File: src/hdl/jcm_pkg.sv
`default_nettype none

package jcm_pkg;

  localparam int MAX_JETS        = 256;
  localparam int ANGLE_FRAC_BITS = 10;

  localparam int ETA_W      = 14;
  localparam int PHI_W      = 13;
  localparam int NUM_W      = 8;
  localparam int DIST_W     = 27;
  localparam int DETA_W     = ETA_W + 1;
  localparam int DPHI_W     = PHI_W;
  localparam int WRAP_W     = PHI_W + 3;
  localparam int DETA_SQ_W  = 28;
  localparam int DPHI_SQ_W  = 24;
  localparam int SUM_W      = DETA_SQ_W + 1;

  localparam longint unsigned PI_Q32 = 64'd13493037704;
  localparam logic signed [WRAP_W-1:0] PI_FX = WRAP_W'(
    (PI_Q32 + (64'd1 << (31 - ANGLE_FRAC_BITS))) >> (32 - ANGLE_FRAC_BITS));
  localparam logic signed [WRAP_W-1:0] TWO_PI_FX = WRAP_W'(
    (2 * PI_Q32 + (64'd1 << (31 - ANGLE_FRAC_BITS))) >> (32 - ANGLE_FRAC_BITS));

  localparam logic [DIST_W-1:0] DIST_MAX    = '1;
  localparam logic [DIST_W-1:0] CONE_RESET  = 27'd671089;

  typedef struct packed {
    logic             valid;
    logic             first;
    logic             last;
    logic             take;
    logic [NUM_W-1:0] num;
  } ctl_t;

  typedef struct packed {
    logic [DIST_W-1:0] best_dist_sq;
    logic [NUM_W-1:0]  best_jet;
    logic              match_found;
  } result_t;

endpackage

`default_nettype wire

File: src/hdl/jcm_delta.sv
`default_nettype none

module jcm_delta (
  input  wire                                   clk,
  input  wire                                   rst,
  input  wire                                   load,
  input  jcm_pkg::ctl_t                         in_ctl,
  input  wire  signed [jcm_pkg::ETA_W-1:0]      parton_eta,
  input  wire  signed [jcm_pkg::PHI_W-1:0]      parton_phi,
  input  wire  signed [jcm_pkg::ETA_W-1:0]      jet_eta,
  input  wire  signed [jcm_pkg::PHI_W-1:0]      jet_phi,
  output jcm_pkg::ctl_t                         out_ctl,
  output logic signed [jcm_pkg::DETA_W-1:0]     deta,
  output logic signed [jcm_pkg::DPHI_W-1:0]     dphi
);

  logic signed [jcm_pkg::ETA_W-1:0]  ref_eta;
  logic signed [jcm_pkg::PHI_W-1:0]  ref_phi;
  logic signed [jcm_pkg::ETA_W-1:0]  use_eta;
  logic signed [jcm_pkg::PHI_W-1:0]  use_phi;
  logic signed [jcm_pkg::DETA_W-1:0] deta_next;
  logic signed [jcm_pkg::WRAP_W-1:0] dphi_raw;
  logic signed [jcm_pkg::WRAP_W-1:0] dphi_wrap;
  jcm_pkg::ctl_t                     ctl_next;

  always_comb begin
    use_eta   = in_ctl.first ? parton_eta : ref_eta;
    use_phi   = in_ctl.first ? parton_phi : ref_phi;
    deta_next = jcm_pkg::DETA_W'(jet_eta) - jcm_pkg::DETA_W'(use_eta);
    dphi_raw  = jcm_pkg::WRAP_W'(jet_phi) - jcm_pkg::WRAP_W'(use_phi);
    if (dphi_raw > jcm_pkg::PI_FX) begin
      dphi_wrap = dphi_raw - jcm_pkg::TWO_PI_FX;
    end else if (dphi_raw < -jcm_pkg::PI_FX) begin
      dphi_wrap = dphi_raw + jcm_pkg::TWO_PI_FX;
    end else begin
      dphi_wrap = dphi_raw;
    end
    ctl_next      = in_ctl;
    ctl_next.take = (32'(in_ctl.num) < jcm_pkg::MAX_JETS);
  end

  always_ff @(posedge clk) begin
    if (rst) begin
      ref_eta       <= '0;
      ref_phi       <= '0;
      out_ctl.valid <= 1'b0;
    end else if (load) begin
      if (in_ctl.valid && in_ctl.first) begin
        ref_eta <= parton_eta;
        ref_phi <= parton_phi;
      end
      out_ctl.valid <= in_ctl.valid;
    end
  end

  always_ff @(posedge clk) begin
    if (load) begin
      out_ctl.first <= ctl_next.first;
      out_ctl.last  <= ctl_next.last;
      out_ctl.take  <= ctl_next.take;
      out_ctl.num   <= ctl_next.num;
      deta          <= deta_next;
      dphi          <= jcm_pkg::DPHI_W'(dphi_wrap);
    end
  end

endmodule

`default_nettype wire

File: src/hdl/jcm_square.sv
`default_nettype none

module jcm_square (
  input  wire                                clk,
  input  wire                                rst,
  input  wire                                load,
  input  jcm_pkg::ctl_t                      in_ctl,
  input  wire  signed [jcm_pkg::DETA_W-1:0]  deta,
  input  wire  signed [jcm_pkg::DPHI_W-1:0]  dphi,
  output jcm_pkg::ctl_t                      out_ctl,
  output logic [jcm_pkg::DETA_SQ_W-1:0]      deta_sq,
  output logic [jcm_pkg::DPHI_SQ_W-1:0]      dphi_sq
);

  logic signed [2*jcm_pkg::DETA_W-1:0] deta_prod;
  logic signed [2*jcm_pkg::DPHI_W-1:0] dphi_prod;

  always_comb begin
    deta_prod = deta * deta;
    dphi_prod = dphi * dphi;
  end

  always_ff @(posedge clk) begin
    if (rst) begin
      out_ctl.valid <= 1'b0;
    end else if (load) begin
      out_ctl.valid <= in_ctl.valid;
    end
  end

  always_ff @(posedge clk) begin
    if (load) begin
      out_ctl.first <= in_ctl.first;
      out_ctl.last  <= in_ctl.last;
      out_ctl.take  <= in_ctl.take;
      out_ctl.num   <= in_ctl.num;
      deta_sq       <= deta_prod[jcm_pkg::DETA_SQ_W-1:0];
      dphi_sq       <= dphi_prod[jcm_pkg::DPHI_SQ_W-1:0];
    end
  end

endmodule

`default_nettype wire

File: src/hdl/jcm_track.sv
`default_nettype none

module jcm_track (
  input  wire                              clk,
  input  wire                              rst,
  input  wire                              retire,
  input  jcm_pkg::ctl_t                    in_ctl,
  input  wire  [jcm_pkg::DETA_SQ_W-1:0]    deta_sq,
  input  wire  [jcm_pkg::DPHI_SQ_W-1:0]    dphi_sq,
  input  wire  [jcm_pkg::DIST_W-1:0]       cone_radius_sq,
  output logic                             push,
  output jcm_pkg::result_t                 push_data
);

  logic [jcm_pkg::DIST_W-1:0] min_dist;
  logic [jcm_pkg::NUM_W-1:0]  min_index;
  logic [jcm_pkg::DIST_W-1:0] min_dist_next;
  logic [jcm_pkg::NUM_W-1:0]  min_index_next;
  logic [jcm_pkg::DIST_W-1:0] base_dist;
  logic [jcm_pkg::NUM_W-1:0]  base_index;
  logic [jcm_pkg::SUM_W-1:0]  sum;
  logic [jcm_pkg::DIST_W-1:0] jet_dist;

  always_comb begin
    sum      = jcm_pkg::SUM_W'(deta_sq) + jcm_pkg::SUM_W'(dphi_sq);
    jet_dist = (sum > jcm_pkg::SUM_W'(jcm_pkg::DIST_MAX)) ? jcm_pkg::DIST_MAX
                                                          : sum[jcm_pkg::DIST_W-1:0];
    base_dist  = in_ctl.first ? jcm_pkg::DIST_MAX : min_dist;
    base_index = in_ctl.first ? '0 : min_index;
    if (in_ctl.take && (in_ctl.first || jet_dist < base_dist)) begin
      min_dist_next  = jet_dist;
      min_index_next = in_ctl.num;
    end else begin
      min_dist_next  = base_dist;
      min_index_next = base_index;
    end
    push                   = retire && in_ctl.valid && in_ctl.last;
    push_data.match_found  = (min_dist_next < cone_radius_sq);
    push_data.best_jet     = min_index_next;
    push_data.best_dist_sq = min_dist_next;
  end

  always_ff @(posedge clk) begin
    if (rst) begin
      min_dist  <= jcm_pkg::DIST_MAX;
      min_index <= '0;
    end else if (retire && in_ctl.valid) begin
      if (in_ctl.last) begin
        min_dist  <= jcm_pkg::DIST_MAX;
        min_index <= '0;
      end else begin
        min_dist  <= min_dist_next;
        min_index <= min_index_next;
      end
    end
  end

endmodule

`default_nettype wire

File: src/hdl/jcm_outbuf.sv
`default_nettype none

module jcm_outbuf (
  input  wire               clk,
  input  wire               rst,
  input  wire               push,
  input  jcm_pkg::result_t  push_data,
  input  wire               out_ready,
  output logic              out_valid,
  output jcm_pkg::result_t  out_data,
  output logic              spare_full
);

  jcm_pkg::result_t spare_data;
  logic             pop;

  assign pop = out_valid && out_ready;

  always_ff @(posedge clk) begin
    if (rst) begin
      out_valid  <= 1'b0;
      spare_full <= 1'b0;
    end else if (spare_full) begin
      if (pop) begin
        spare_full <= 1'b0;
      end
    end else if (push) begin
      if (out_valid && !pop) begin
        spare_full <= 1'b1;
      end else begin
        out_valid <= 1'b1;
      end
    end else if (pop) begin
      out_valid <= 1'b0;
    end
  end

  always_ff @(posedge clk) begin
    if (spare_full) begin
      if (pop) begin
        out_data <= spare_data;
      end
    end else if (push) begin
      if (out_valid && !pop) begin
        spare_data <= push_data;
      end else begin
        out_data <= push_data;
      end
    end
  end

endmodule

`default_nettype wire

File: src/hdl/nearest_jet_cone_match.sv
// nearest jet search in eta-phi space for one reference parton
//
// jets arrive on the s_axis channel, one per beat; tuser marks the first jet
// of a search (its beat also carries the parton eta and phi), tlast the last.
// on the last beat one result leaves on m_axis: match flag, nearest jet index
// and the smallest squared distance. the cone register is written on the cfg
// channel, which is always ready; write it only while no search is running.
//
// one beat is accepted every cycle while s_axis_tready is high. the path is
// input register, delta and phi wrap, squaring, then the running-minimum
// update, whose result is registered in the result buffer on m_axis.
// a two-entry result buffer keeps beats flowing while the receiver stalls;
// s_axis_tready drops only when both entries are full and a last beat is
// waiting at the minimum stage.
// reset clears the reference, the running minimum and all valid flags, and
// loads the cone register with 0.8 squared.
`default_nettype none

module nearest_jet_cone_match (
  input  wire         clk,
  input  wire         rst,
  input  wire         s_axis_tvalid,
  output logic        s_axis_tready,
  // parton_eta, parton_phi, jet_eta, jet_phi, jet_number, zero fill
  input  wire  [63:0] s_axis_tdata,
  // first_jet
  input  wire         s_axis_tuser,
  input  wire         s_axis_tlast,
  output logic        m_axis_tvalid,
  input  wire         m_axis_tready,
  // match_found, best_jet, best_dist_sq, zero fill
  output logic [39:0] m_axis_tdata,
  input  wire         cfg_valid,
  output logic        cfg_ready,
  input  wire  [26:0] cfg_data
);

  logic [jcm_pkg::DIST_W-1:0] cone_radius_sq;

  jcm_pkg::ctl_t                     in_ctl;
  logic signed [jcm_pkg::ETA_W-1:0]  parton_eta;
  logic signed [jcm_pkg::PHI_W-1:0]  parton_phi;
  logic signed [jcm_pkg::ETA_W-1:0]  jet_eta;
  logic signed [jcm_pkg::PHI_W-1:0]  jet_phi;

  jcm_pkg::ctl_t                     dl_ctl;
  logic signed [jcm_pkg::DETA_W-1:0] deta;
  logic signed [jcm_pkg::DPHI_W-1:0] dphi;

  jcm_pkg::ctl_t                     sq_ctl;
  logic [jcm_pkg::DETA_SQ_W-1:0]     deta_sq;
  logic [jcm_pkg::DPHI_SQ_W-1:0]     dphi_sq;

  logic             push;
  jcm_pkg::result_t push_data;
  jcm_pkg::result_t out_data;
  logic             spare_full;

  logic retire;
  logic free_sq;
  logic free_dl;
  logic free_in;

  always_comb begin
    retire        = sq_ctl.valid && (!sq_ctl.last || !spare_full);
    free_sq       = !sq_ctl.valid || retire;
    free_dl       = !dl_ctl.valid || free_sq;
    free_in       = !in_ctl.valid || free_dl;
    s_axis_tready = free_in;
    cfg_ready     = 1'b1;
    m_axis_tdata  = {4'b0, out_data};
  end

  always_ff @(posedge clk) begin
    if (rst) begin
      cone_radius_sq <= jcm_pkg::CONE_RESET;
    end else if (cfg_valid) begin
      cone_radius_sq <= cfg_data;
    end
  end

  always_ff @(posedge clk) begin
    if (rst) begin
      in_ctl.valid <= 1'b0;
    end else if (free_in) begin
      in_ctl.valid <= s_axis_tvalid;
    end
  end

  always_ff @(posedge clk) begin
    if (free_in) begin
      parton_eta    <= s_axis_tdata[13:0];
      parton_phi    <= s_axis_tdata[26:14];
      jet_eta       <= s_axis_tdata[40:27];
      jet_phi       <= s_axis_tdata[53:41];
      in_ctl.num    <= s_axis_tdata[61:54];
      in_ctl.first  <= s_axis_tuser;
      in_ctl.last   <= s_axis_tlast;
      in_ctl.take   <= 1'b0;
    end
  end

  jcm_delta u_delta (
    .clk        (clk),
    .rst        (rst),
    .load       (free_dl),
    .in_ctl     (in_ctl),
    .parton_eta (parton_eta),
    .parton_phi (parton_phi),
    .jet_eta    (jet_eta),
    .jet_phi    (jet_phi),
    .out_ctl    (dl_ctl),
    .deta       (deta),
    .dphi       (dphi)
  );

  jcm_square u_square (
    .clk     (clk),
    .rst     (rst),
    .load    (free_sq),
    .in_ctl  (dl_ctl),
    .deta    (deta),
    .dphi    (dphi),
    .out_ctl (sq_ctl),
    .deta_sq (deta_sq),
    .dphi_sq (dphi_sq)
  );

  jcm_track u_track (
    .clk            (clk),
    .rst            (rst),
    .retire         (retire),
    .in_ctl         (sq_ctl),
    .deta_sq        (deta_sq),
    .dphi_sq        (dphi_sq),
    .cone_radius_sq (cone_radius_sq),
    .push           (push),
    .push_data      (push_data)
  );

  jcm_outbuf u_outbuf (
    .clk        (clk),
    .rst        (rst),
    .push       (push),
    .push_data  (push_data),
    .out_ready  (m_axis_tready),
    .out_valid  (m_axis_tvalid),
    .out_data   (out_data),
    .spare_full (spare_full)
  );

endmodule

`default_nettype wire

File: config.mk
export PLATFORM = sky130hd
export DESIGN_NAME = nearest_jet_cone_match
export DESIGN_NICKNAME = d
export VERILOG_FILES = /design/src/hdl/jcm_pkg.sv /design/src/hdl/jcm_delta.sv /design/src/hdl/jcm_square.sv /design/src/hdl/jcm_track.sv /design/src/hdl/jcm_outbuf.sv /design/src/hdl/nearest_jet_cone_match.sv
export SDC_FILE = /design/constraint.sdc
export NUM_CORES = 1
export LEC_CHECK = 0
export ABC_CLOCK_PERIOD_IN_PS = 10920
export BUFFER_PORTS_ARGS = -buffer_cell sky130_fd_sc_hd__buf_4
export CAP_MARGIN = 20
export CORE_ASPECT_RATIO = 1.4
export CORE_MARGIN = 10
export CORE_UTILIZATION = 40
export CTS_CLUSTER_DIAMETER = 30
export DETAILED_ROUTE_END_ITERATION = 8
export MAX_ROUTING_LAYER = met4
export PLACE_DENSITY = 0.67
export SLEW_MARGIN = 10
export SYNTH_ARGS = -nofsm -noshare
export SYNTH_HDL_FRONTEND = slang
export SYNTH_HIERARCHICAL = 1
export SYNTH_SLANG_ARGS = --single-unit
File: constraint.sdc
create_clock -name clk -period 10.92 [get_ports clk]
set_input_delay 0 -clock clk [delete_from_list [all_inputs] [get_ports clk]]
set_output_delay 0 -clock clk [all_outputs]
set_load 0.1 [all_outputs]
==> results of run 1 <==
==> layout make-up <==
class / instances / area [µm²]
Antenna cell: 5 / 12.51
Multi-Input combinational cell: 1850 / 17850
Clock inverter: 45 / 688.2
Tap cell: 952 / 1191
Sequential cell: 329 / 8940
Clock buffer: 93 / 2006
Inverter: 539 / 2023
Fill cell: 6510 / 37550
Timing Repair Buffer: 269 / 2350
==> registers in the layout, indices dropped and copies added, names as in the netlist, 8 cells and up <==
name,count
cone_radius_sq,27
u_delta/ref_eta,14
u_square/deta_sq,27
u_delta/dphi,13
parton_eta,14
u_square/dphi_sq,23
u_delta/ref_phi,13
jet_eta,14
u_delta/out_ctl,11
u_track/min_dist,27
u_outbuf/spare_data,36
u_track/min_index,8
u_square/out_ctl,12
in_ctl,11
u_delta/deta,15
parton_phi,13
u_outbuf/out_data,36
jet_phi,13
==> how the worst max path moves through the flow <==
| stage | from | end | slack, ns | cells past startpoint |
|---|---|---|---|---|
| 2_1_floorplan | u_square/deta_sq[14] | u_outbuf/out_data[0] | 4.26 | 32 |
| 5_1_grt | u_square/deta_sq[17] | u_outbuf/out_data[0] | 2.29 | 24 |
| 3_5_place_dp | u_square/deta_sq[17] | u_outbuf/out_data[0] | 2.89 | 27 |
| 6_report | u_square/deta_sq[6] | u_outbuf/out_data[0] | 2.69 | 27 |
| 3_3_place_gp | u_square/deta_sq[5] | u_outbuf/out_data[0] | 2.99 | 27 |
| 4_1_cts | u_square/deta_sq[5] | u_outbuf/out_data[0] | 2.79 | 27 |
==> worst register-to-register path, delay by kind of cell, from the launching register on <==
kind | cells | cell delay (ns)
simple gates | 8 | 2.18
compound gates | 14 | 3.97
flops | 1 | 0.36
fa+ha+maj | 3 | 0.95
mux | 2 | 0.66
==> cell families (layout without fill, tap and decap cells) <==
logic type | count (synthesis) | after routing | share of synthesized area, %
other cells | 4 | 13 | 0.05139
flops | 329 | 329 | 30.60
xor+xnor | 112 | 112 | 3.504
fa+ha+maj | 578 | 578 | 33.22
compound gates | 423 | 423 | 10.05
simple gates | 625 | 625 | 10.35
buf+inv | 626 | 946 | 8.465
mux | 104 | 104 | 3.753
==> what timing repair did <==
action,in CTS,in global routing
setup endpoints to repair,0,0
hold buffers,121,0
endpoints found under the hold margin,103,0
==> metal layers <==
layer  routed length [µm]  up-vias  GRT usage, %  share of wire, %
met4                 2217        0         6.172               3.4
met1                25320     9977         17.03                39
li1                     -     9795             -                 -
met5                    0        -             -                 0
met3                 2702      131         2.657               4.2
met2                34280      409         28.52                53
==> Yosys cell counts, types with 6 or more instances <==
master,instances,area [µm²]
a21boi_0,9,67.56
a22o_1,8,70.07
and2_1,79,494.2
o31ai_1,8,60.06
buf_6,6,67.56
a2bb2oi_1,20,175.2
o21ai_0,55,275.3
o21ai_1,6,30.03
a21o_1,29,217.7
nor2b_1,37,231.5
nand4_1,12,75.07
nand3_1,28,140.1
a211o_1,14,122.6
o22ai_1,6,37.54
nand2b_1,20,125.1
and3_1,7,43.79
mux2i_1,63,630.6
xor2_1,25,219.0
o21bai_1,6,45.04
fa_1,329,6586
buf_4,13,97.59
o22a_1,6,52.55
buf_2,9,45.04
dfxtp_1,94,1882
a31oi_1,13,81.33
or3_1,8,50.05
xnor2_1,83,727.0
a211oi_1,12,90.09
ha_1,249,3115
clkbuf_1,52,195.2
a21oi_1,117,585.6
nor3_1,27,135.1
inv_1,537,2016
o21a_1,36,270.3
or2_2,6,37.54
mux2_2,40,450.4
nor2_1,155,581.8
nand3b_1,9,67.56
nand2_1,209,784.5
o211ai_1,10,75.07
edfxtp_1,235,7057
and4_1,6,52.55
==> per-stage QoR <==
stage	worst slack, ns	area, µm²
4_1_cts	2.786	35020
3_3_place_gp	2.990	31100
5_1_grt	2.295	35060
6_report	2.690	35060
3_5_place_dp	2.891	31120
2_1_floorplan	4.264	29220
==> summary.md, run 1 <==
| Metric | Value |
|---|---|
| First-pass detailed-route iteration total | 5 |
| Post-route core utilization | 48.29% |
| Number of max-capacitance violations reported | 0 |
| Antenna Nets Post-Route | 0 |
| Estimated wirelength of the detail-placed design | 48,370 µm |
| Number of remaining DRC errors | 0 |
| Clock latency on the worst-skew pair | 0.62 ns |
| Gp weighted congestion | 0.8833 |
| Status | finished clean |
| Full die area | 84,380 µm² |
| Proportion of layout cells with a drive suffix above 1 | 11.46% |
| Min-delay src | s_axis_tdata[6] |
| Critical path class | register to register |
| Initial Util | 40.22% |
| 1st-iter DRT viols | 870 |
| Cell type group with the largest total delay on the critical path | compound AO/OA/AOI/OAI gates |
| Critical Path Fanout Max | 35 |
| Via count of the first global-routing pass | 21,670 |
| TritonCTS clock tree | yes |
| Std-Cell Core Area | 72,610 µm² |
| Setup repair after global routing missed its margin | no |
| PostCTS Resize Cnt | 0 |
| Hold crit path type | primary input to register |
| Critical Path Slowest Stage Cell | o21a_2 |
| Area overhead of the layout relative to synthesis | 20.04% |
| Post-route setup TNS | 0 ns |
| Worst reg2reg setup slack | 2.69 ns |
| Clock slew seen by the registers of the worst setup and hold paths | 0.05 ns |
| Reg-to-reg critical path startpoint | u_square/deta_sq[6] |
| Detailed-route via count | 20,310 |
| Minimum clock period | 8.230 ns |
| Relative slew slack | 27.94% |
| Initial antenna violation count | 4 |
| Die height | 339.7 µm |
| Fraction of registers with async set or reset after synthesis | 0% |
| Capturing element type of the critical path | register |
| Achievable frequency | 121.5 MHz |
| Number of warnings printed during yosys synthesis | 6 |
| Maximum number of pins on one net before global-route repair | 64 |
| Placed cells | 3,817 |
| Number of distinct standard cells referenced by the synthesized netlist | 100 |
| Sequential cell area fraction in the yosys report | 30.60% |
| Critical path data arrival time | 8.72 ns |
| Post-detailed-route wirelength per cell | 15.81 µm |
| Primary FF master, synth | edfxtp_1 |
| Hold Path Cell Cnt | 2 |
| Overflow left after global routing | 0 |
| Global routing usage summed across all routing layers | 15.89% |
| Hold Fails Final Rpt | 0 |
| Slew at the pin with the worst max-slew slack | 1.081 ns |
| Placement row count | 117 |
| Total detailed-routing wirelength | 64,520 µm |
| Inserted Clock Buffers | 75 |
| Num Clock Sinks | 329 |
| Highest cell delay on the worst timing path | 0.76 ns |
| Depth of the CTS H-tree | 3 |
| Post-route fraction of the period consumed by the critical path | 75.37% |
| First-pass GRT wire length | 106,100 µm |
| Worst Reg-to-Reg Cells | 27 |
| Nets@finish | 3,740 |
| Post-Synthesis Cell Area | 29,210 µm² |
| Final setup vio count | 0 |
| Type of origin of the critical path | register |
| Tightest hold margin | 0.1115 ns |
| Die extent in x | 248.4 µm |
| Avg Vias per Cell | 4.976 |
| Max Buffers Root-to-Sink | 3 |
| Most frequent standard cell in the layout excluding fill and tap cells | inv_1 |
| WP buf/inv | 0 |
| Worst Clk Skew | 0.03630 ns |
| Mean cell area of the mapped netlist | 10.43 µm² |
| Worst r2r dst | u_outbuf/out_data[0] |
| Post-CTS repair timing setup buffer count | 0 |
| Synthesis-stage register bit count | 329 |
| Hold path endpoint | parton_eta[6] |
| Required time of the critical path | 11.41 ns |
| Highest-count cells in the layout ignoring fill and taps | inv_1 (537), fa_1 (329), ha_1 (249) |
| EDFF count, synth | 235 |
| Gate Count Post-Synth | 2,801 |
| Clock root buffer master | clkbuf_16 |
| Count of input and output buffers | 133 |
| Final-report max-slew violation count | 0 |
| Final standard cell count with taps included and fillers excluded | 4,082 |
| Top-level I/O count | 141 |
Power of run 1 is left out: the tool's default activity adds up to more than one toggle a clock period on the data nets, which glitch-free logic cannot reach.
==> run 2, diff against run 1 <==
--- a/config.mk
+++ b/config.mk
@@ -5,7 +5,7 @@
 export SDC_FILE = /design/constraint.sdc
 export NUM_CORES = 1
 export LEC_CHECK = 0
-export ABC_CLOCK_PERIOD_IN_PS = 10920
+export ABC_CLOCK_PERIOD_IN_PS = 7500
 export BUFFER_PORTS_ARGS = -buffer_cell sky130_fd_sc_hd__buf_4
 export CAP_MARGIN = 20
 export CORE_ASPECT_RATIO = 1.4
@@ -14,7 +14,7 @@
 export CTS_CLUSTER_DIAMETER = 30
 export DETAILED_ROUTE_END_ITERATION = 8
 export MAX_ROUTING_LAYER = met4
-export PLACE_DENSITY = 0.67
+export PLACE_DENSITY = 0.69
 export SLEW_MARGIN = 10
 export SYNTH_ARGS = -nofsm -noshare
 export SYNTH_HDL_FRONTEND = slang
==> constraint.sdc (replaced) <==
create_clock -name clk -period 7.5 [get_ports clk]
set_input_delay 0 -clock clk [delete_from_list [all_inputs] [get_ports clk]]
set_output_delay 0 -clock clk [all_outputs]
set_load 0.1 [all_outputs]
==> run 2 against run 1 <==
Net effect:
- setup slack lost 2.3 ns
- hold slack improved by 0.0026 ns
- largest cell class unchanged
- first-iteration DRC count down 3.4%
- design area grew 0.85%
- global-route usage grew 0.50 points
- die area unchanged
- critical endpoint unchanged
- via count increased by 0.56%
- clock skew up 0.010 ns
- fmax rose by 16%
- wire length up 2.8%
- non-clock buffer count increased by 28
- cell count is 0.64% higher
==> summary.md, run 2 (synthesis results as in run 1) <==
| Metric | Value |
|---|---|
| Global routing usage summed across all routing layers | 16.39% |
| Proportion of layout cells with a drive suffix above 1 | 12.11% |
| Post-CTS repair timing setup buffer count | 0 |
| Required time of the critical path | 7.98 ns |
| Count of input and output buffers | 133 |
| Std-Cell Core Area | 72,610 µm² |
| Hold crit path type | primary input to register |
| Registers with the most flip-flops | u_outbuf/out_data: 36 flops, u_outbuf/spare_data: 36 flops |
| Clock root buffer master | clkbuf_16 |
| Type of origin of the critical path | register |
| Capturing element type of the critical path | register |
| Avg Vias per Cell | 4.972 |
| Depth of the CTS H-tree | 3 |
| Area overhead of the layout relative to synthesis | 21.06% |
| Nets@finish | 3,768 |
| Final setup vio count | 0 |
| Overflow left after global routing | 0 |
| Setup repair after global routing missed its margin | no |
| Critical Path Slowest Stage Cell | or3_1 |
| Die extent in x | 248.4 µm |
| Num Clock Sinks | 329 |
| Die height | 339.7 µm |
| Top-level I/O count | 141 |
| Detailed-route via count | 20,430 |
| Max Buffers Root-to-Sink | 3 |
| Initial Util | 40.22% |
| TritonCTS clock tree | yes |
| Minimum clock period | 7.084 ns |
| Achievable frequency | 141.2 MHz |
| Full die area | 84,380 µm² |
| Hold Fails Final Rpt | 0 |
| First-pass GRT wire length | 109,600 µm |
| Post-detailed-route wirelength per cell | 16.14 µm |
| Status | finished clean |
| Total detailed-routing wirelength | 66,300 µm |
| Clock latency on the worst-skew pair | 0.61 ns |
| Estimated wirelength of the detail-placed design | 49,510 µm |
| First-pass detailed-route iteration total | 5 |
| Inserted Clock Buffers | 75 |
| Number of max-capacitance violations reported | 0 |
| Clock slew seen by the registers of the worst setup and hold paths | 0.05 ns |
| Antenna Nets Post-Route | 0 |
| Most frequent standard cell in the layout excluding fill and tap cells | inv_1 |
| Final-report max-slew violation count | 0 |
| Post-route setup TNS | 0 ns |
| Via count of the first global-routing pass | 22,390 |
| Critical path class | register to register |
| 1st-iter DRT viols | 840 |
| Gp weighted congestion | 0.8896 |
| Worst Clk Skew | 0.04659 ns |
| Slew at the pin with the worst max-slew slack | 1.157 ns |
| Relative slew slack | 22.84% |
| Highest cell delay on the worst timing path | 0.38 ns |
| Critical path data arrival time | 7.56 ns |
| Post-route fraction of the period consumed by the critical path | 94.45% |
| Maximum number of pins on one net before global-route repair | 67 |
| Highest-count cells in the layout ignoring fill and taps | inv_1 (537), fa_1 (329), ha_1 (249) |
| Initial antenna violation count | 2 |
| Placement row count | 117 |
| Number of remaining DRC errors | 0 |
| Critical Path Fanout Max | 11 |
[run 2: cell count changes in the layout (fill, tap and decap cells not counted), moves of 3 or more]
cell and change:
clkbuf_1 -5, diode_2 -3, dlygate4sd3_1 +16, clkinv_2 +4
buf_4 +12
[run 2: routing by layer]
metal,global-route usage [%],vias up,share of wire (%)
met5,-,-,0
met4,6.564,0,3.6
met3,2.562,142,3.7
met2,29.46,435,53
met1,17.56,10020,39
li1,-,9832,-
[run 2: worst paths after layout]
check | start | to | slack, ns | cells past startpoint
worst max-delay path | u_square/deta_sq[6] | u_outbuf/out_data[0] | 0.42 | 31
worst min-delay path | s_axis_tdata[19] | parton_phi[5] | 0.11 | 2
worst max register to register | u_square/deta_sq[6] | u_outbuf/out_data[0] | 0.42 | 31
worst min register to register | u_delta/out_ctl[6] | u_square/out_ctl[6] | 0.41 | 0
[run 2: cell type report]
type | count | area (µm²)
antenna | 2 | 5.005
clock buffer | 88 | 2009
clock inverter | 51 | 709.4
fill | 6455 | 37250
inverter | 539 | 2023
multi-input combinational | 1850 | 17880
sequential | 329 | 8940
tap | 952 | 1191
timing repair buffer | 297 | 2600
[run 2: timing repair]
action,4_1_cts,5_1_grt
hold buffers,137,0
gates resized for setup,0,6
setup endpoints to repair,0,2
endpoints found under the hold margin,114,0
[run 2: worst max-delay path, delay by kind of cell (launching register included)]
| kind | cells | cell delay, ns |
|---|---|---|
| AO/OA/AOI/OAI | 16 | 3.18 |
| AND/OR/NAND/NOR | 7 | 1.39 |
| adder cells (fa/ha/maj) | 3 | 0.96 |
| multiplexers | 2 | 0.49 |
| flip-flops | 1 | 0.37 |
| buffers and inverters | 2 | 0.31 |
| XOR/XNOR | 1 | 0.22 |
[run 2: metrics by stage]
step | util (%) | std cells | worst slack [ns] | instance area, µm² | hold WS (ns)
CTS | 48.58 | 4104 | 0.07219 | 35270 | 0.07093
finish | 48.70 | 4108 | 0.4163 | 35360 | 0.1140
floorplan | - | 2805 | 0.8443 | 29220 | 0.07238
global route | 48.70 | 4108 | 0.008895 | 35360 | 0.09762
detailed placement | 42.95 | 3828 | 0.1224 | 31180 | 0.1793
global placement | 42.95 | 3828 | 0.3868 | 31180 | 0.1782
Power of run 2 is left out for the same reason.
==> run 3, diff against run 2 <==
--- a/config.mk
+++ b/config.mk
@@ -5,16 +5,17 @@
 export SDC_FILE = /design/constraint.sdc
 export NUM_CORES = 1
 export LEC_CHECK = 0
+export ABC_AREA = 1
 export ABC_CLOCK_PERIOD_IN_PS = 7500
 export BUFFER_PORTS_ARGS = -buffer_cell sky130_fd_sc_hd__buf_4
 export CAP_MARGIN = 20
 export CORE_ASPECT_RATIO = 1.4
 export CORE_MARGIN = 10
-export CORE_UTILIZATION = 40
+export CORE_UTILIZATION = 29
 export CTS_CLUSTER_DIAMETER = 30
 export DETAILED_ROUTE_END_ITERATION = 8
 export MAX_ROUTING_LAYER = met4
-export PLACE_DENSITY = 0.69
+export PLACE_DENSITY = 0.42
 export SLEW_MARGIN = 10
 export SYNTH_ARGS = -nofsm -noshare
 export SYNTH_HDL_FRONTEND = slang
==> run 3 against run 2 <==
Net effect:
- cell count grew 27%
- setup slack improved by 0.59 ns
- wire length rose by 17%
- critical path depth increased by 5
- sequential share of layout area is 1.4 points lower
- hold slack got worse by 0.011 ns
- area after synthesis up 3.6%
- flip-flop and latch count unchanged
- utilization shrank 13 points
- clock skew decreased by 0.018 ns
- first-iteration DRC count grew 10%
- critical path type unchanged
==> summary.md, run 3 <==
| Metric | Value |
|---|---|
| Status | finished clean |
| Synth area leader | edfxtp_1 |
| Total of fill cells in the finished design | 10,760 |
| Final setup vio count | 0 |
| Capturing element type of the critical path | register |
| Cell occurring most often along the worst timing path | nand2_1 |
| Required time of the critical path | 7.96 ns |
| Critical Path Slowest Stage Cell | a2111oi_0 |
| Hold Fails Final Rpt | 0 |
| Maximum number of pins on one net before global-route repair | 67 |
| Clock root buffer master | clkbuf_16 |
| Post-route core utilization | 36.06% |
| Destination of the critical timing path | u_outbuf/out_data[0] |
| Cell area after layout | 37,460 µm² |
| Slew at the pin with the worst max-slew slack | 0.9851 ns |
| Proportion of layout cells with a drive suffix above 1 | 11.25% |
| Most frequent standard cell in the layout excluding fill and tap cells | nand2_1 |
| Initial Util | 29.14% |
| Die extent in x | 293.0 µm |
| Antenna Nets Post-Route | 0 |
| Highest-count cells in the layout ignoring fill and taps | nand2_1 (814), inv_1 (732), fa_1 (329) |
| Detailed-route via count | 22,630 |
| Type of origin of the critical path | register |
| Nets@finish | 4,473 |
| Initial antenna violation count | 0 |
| 1st-iter DRT viols | 926 |
| Minimum clock period | 6.494 ns |
| Fraction of synthesized cell area taken by the top area cell type | 23.31% |
| Diode insertion count for antenna repair | 0 |
| Count of input and output buffers | 133 |
| Most used standard cells in the synthesized netlist | nand2_1 (815), inv_1 (733), fa_1 (329) |
| Total detailed-routing wirelength | 77,640 µm |
| Critical path data arrival time | 6.95 ns |
| Critical path class | register to register |
| Gp weighted congestion | 0.8246 |
| Critical Path Fanout Max | 49 |
| First element of the critical path | u_square/deta_sq[3] |
| Area overhead of the layout relative to synthesis | 23.76% |
| Relative slew slack | 34.25% |
| Post-route fraction of the period consumed by the critical path | 86.59% |
| Std-Cell Core Area | 103,900 µm² |
| Number of max-capacitance violations reported | 0 |
| Post-CTS repair timing setup buffer count | 0 |
| Die height | 402.3 µm |
| Worst reg2reg setup slack | 1.01 ns |
| Cell with the most instances after synthesis | nand2_1 |
| Setup repair after global routing missed its margin | no |
| Area taken by multi-input logic gates | 18,020 µm² |
| Top-level I/O count | 141 |
| Sequential Area | 8939 µm² |
| Post-Synthesis Cell Area | 30,270 µm² |
| EDFF count, synth | 235 |
| Full die area | 117,900 µm² |
| Hold crit path type | primary input to register |
| Post-route setup TNS | 0 ns |
| Global routing usage summed across all routing layers | 13.74% |
| Estimated wirelength of the detail-placed design | 61,500 µm |
| Number of remaining DRC errors | 0 |
| First-pass detailed-route iteration total | 5 |
| Avg Vias per Cell | 4.332 |
| Number of warnings printed during yosys synthesis | 6 |
| Worst Reg-to-Reg Cells | 36 |
| Largest cells by area after synthesis | edfxtp_1 (23%), fa_1 (22%), ha_1 (10%) |
| Via count of the first global-routing pass | 24,300 |
| Final-report max-slew violation count | 0 |
| Post-detailed-route wirelength per cell | 14.86 µm |
| Synthesis-stage register bit count | 329 |
| TritonCTS clock tree | yes |
| Overflow left after global routing | 0 |
| Registers with the most flip-flops | u_outbuf/out_data: 36 flops, u_outbuf/spare_data: 36 flops |
| Inserted Clock Buffers | 91 |
| First-pass GRT wire length | 126,900 µm |
| Number of distinct standard cells referenced by the synthesized netlist | 62 |
| Gate Count Post-Synth | 3,487 |
| Worst Clk Skew | 0.02908 ns |
| DP Area | 32,660 µm² |
| Worst r2r dst | u_outbuf/out_data[0] |
| Max Buffers Root-to-Sink | 3 |
| Tightest hold margin | 0.1027 ns |
| Mean cell area of the mapped netlist | 8.681 µm² |
| Primary FF master, synth | edfxtp_1 |
| Fraction of registers with async set or reset after synthesis | 0% |
| Placement row count | 140 |
| Num Clock Sinks | 329 |
| Highest cell delay on the worst timing path | 0.47 ns |
| Clock slew seen by the registers of the worst setup and hold paths | 0.05 ns |
| Sequential cell area fraction in the yosys report | 29.53% |
| Reg-to-reg critical path startpoint | u_square/deta_sq[3] |
| Achievable frequency | 154.0 MHz |
| Depth of the CTS H-tree | 3 |
| Clock latency on the worst-skew pair | 0.62 ns |
-- run 3: logic make-up after synthesis --
group | Yosys count | synth area share (%)
compound gates | 385 | 7.292
mux | 1 | 0.03307
fa+ha+maj | 578 | 32.05
buf+inv | 845 | 11.06
other cells | 4 | 0.04959
simple gates | 1251 | 17.22
xor+xnor | 94 | 2.769
flops | 329 | 29.53
-- run 3: per-layer routing --
metal / vias to the layer above / global-route usage (%) / share of wire, %
li1: 11490 / - / -
met1: 10700 / 14.73 / 40
met2: 328 / 26.06 / 55
met3: 111 / 1.879 / 3.2
met4: 0 / 3.532 / 2.1
met5: - / - / 0
-- run 3: final cells by class --
type,instances,area share [%]
Clock buffer,114,6.606
Clock inverter,57,2.138
Sequential cell,329,23.86
Timing Repair Buffer,308,7.228
Inverter,750,7.548
Tap cell,1349,4.506
Multi-Input combinational cell,2317,48.11
-- run 3: worst min-delay path by stage --
| stage | start | endpoint | depth (start not counted) |
|---|---|---|---|
| 6_report | s_axis_tdata[42] | jet_phi[1] | 2 |
| 4_1_cts | s_axis_tdata[43] | jet_phi[2] | 2 |
| 3_5_place_dp | s_axis_tdata[21] | parton_phi[7] | 1 |
| 3_3_place_gp | s_axis_tdata[43] | jet_phi[2] | 1 |
| 2_1_floorplan | rst | in_ctl[11] | 1 |
| 5_1_grt | s_axis_tdata[57] | in_ctl[3] | 2 |
-- run 3: critical path, delay by kind of cell, from the launching register on --
kind,cells,cell delay [ns]
fa+ha+maj,3,0.99
simple gates,17,2.04
flops,1,0.36
compound gates,10,2.30
buf+inv,6,0.56
-- run 3: stage by stage --
stage / setup slack (ns) / cells
finish: 1.006 / 5224
global route: 0.2696 / 5224
CTS: 0.8101 / 5223
detailed placement: 0.8499 / 4902
global placement: 0.9064 / 4902
floorplan: 1.560 / 3491
-- run 3: what timing repair did --
item                                   4_1_cts  5_1_grt
resized for setup                            0        0
hold buffers                               150        0
endpoints found under the hold margin      104        0
Power of run 3 is left out for the same reason.
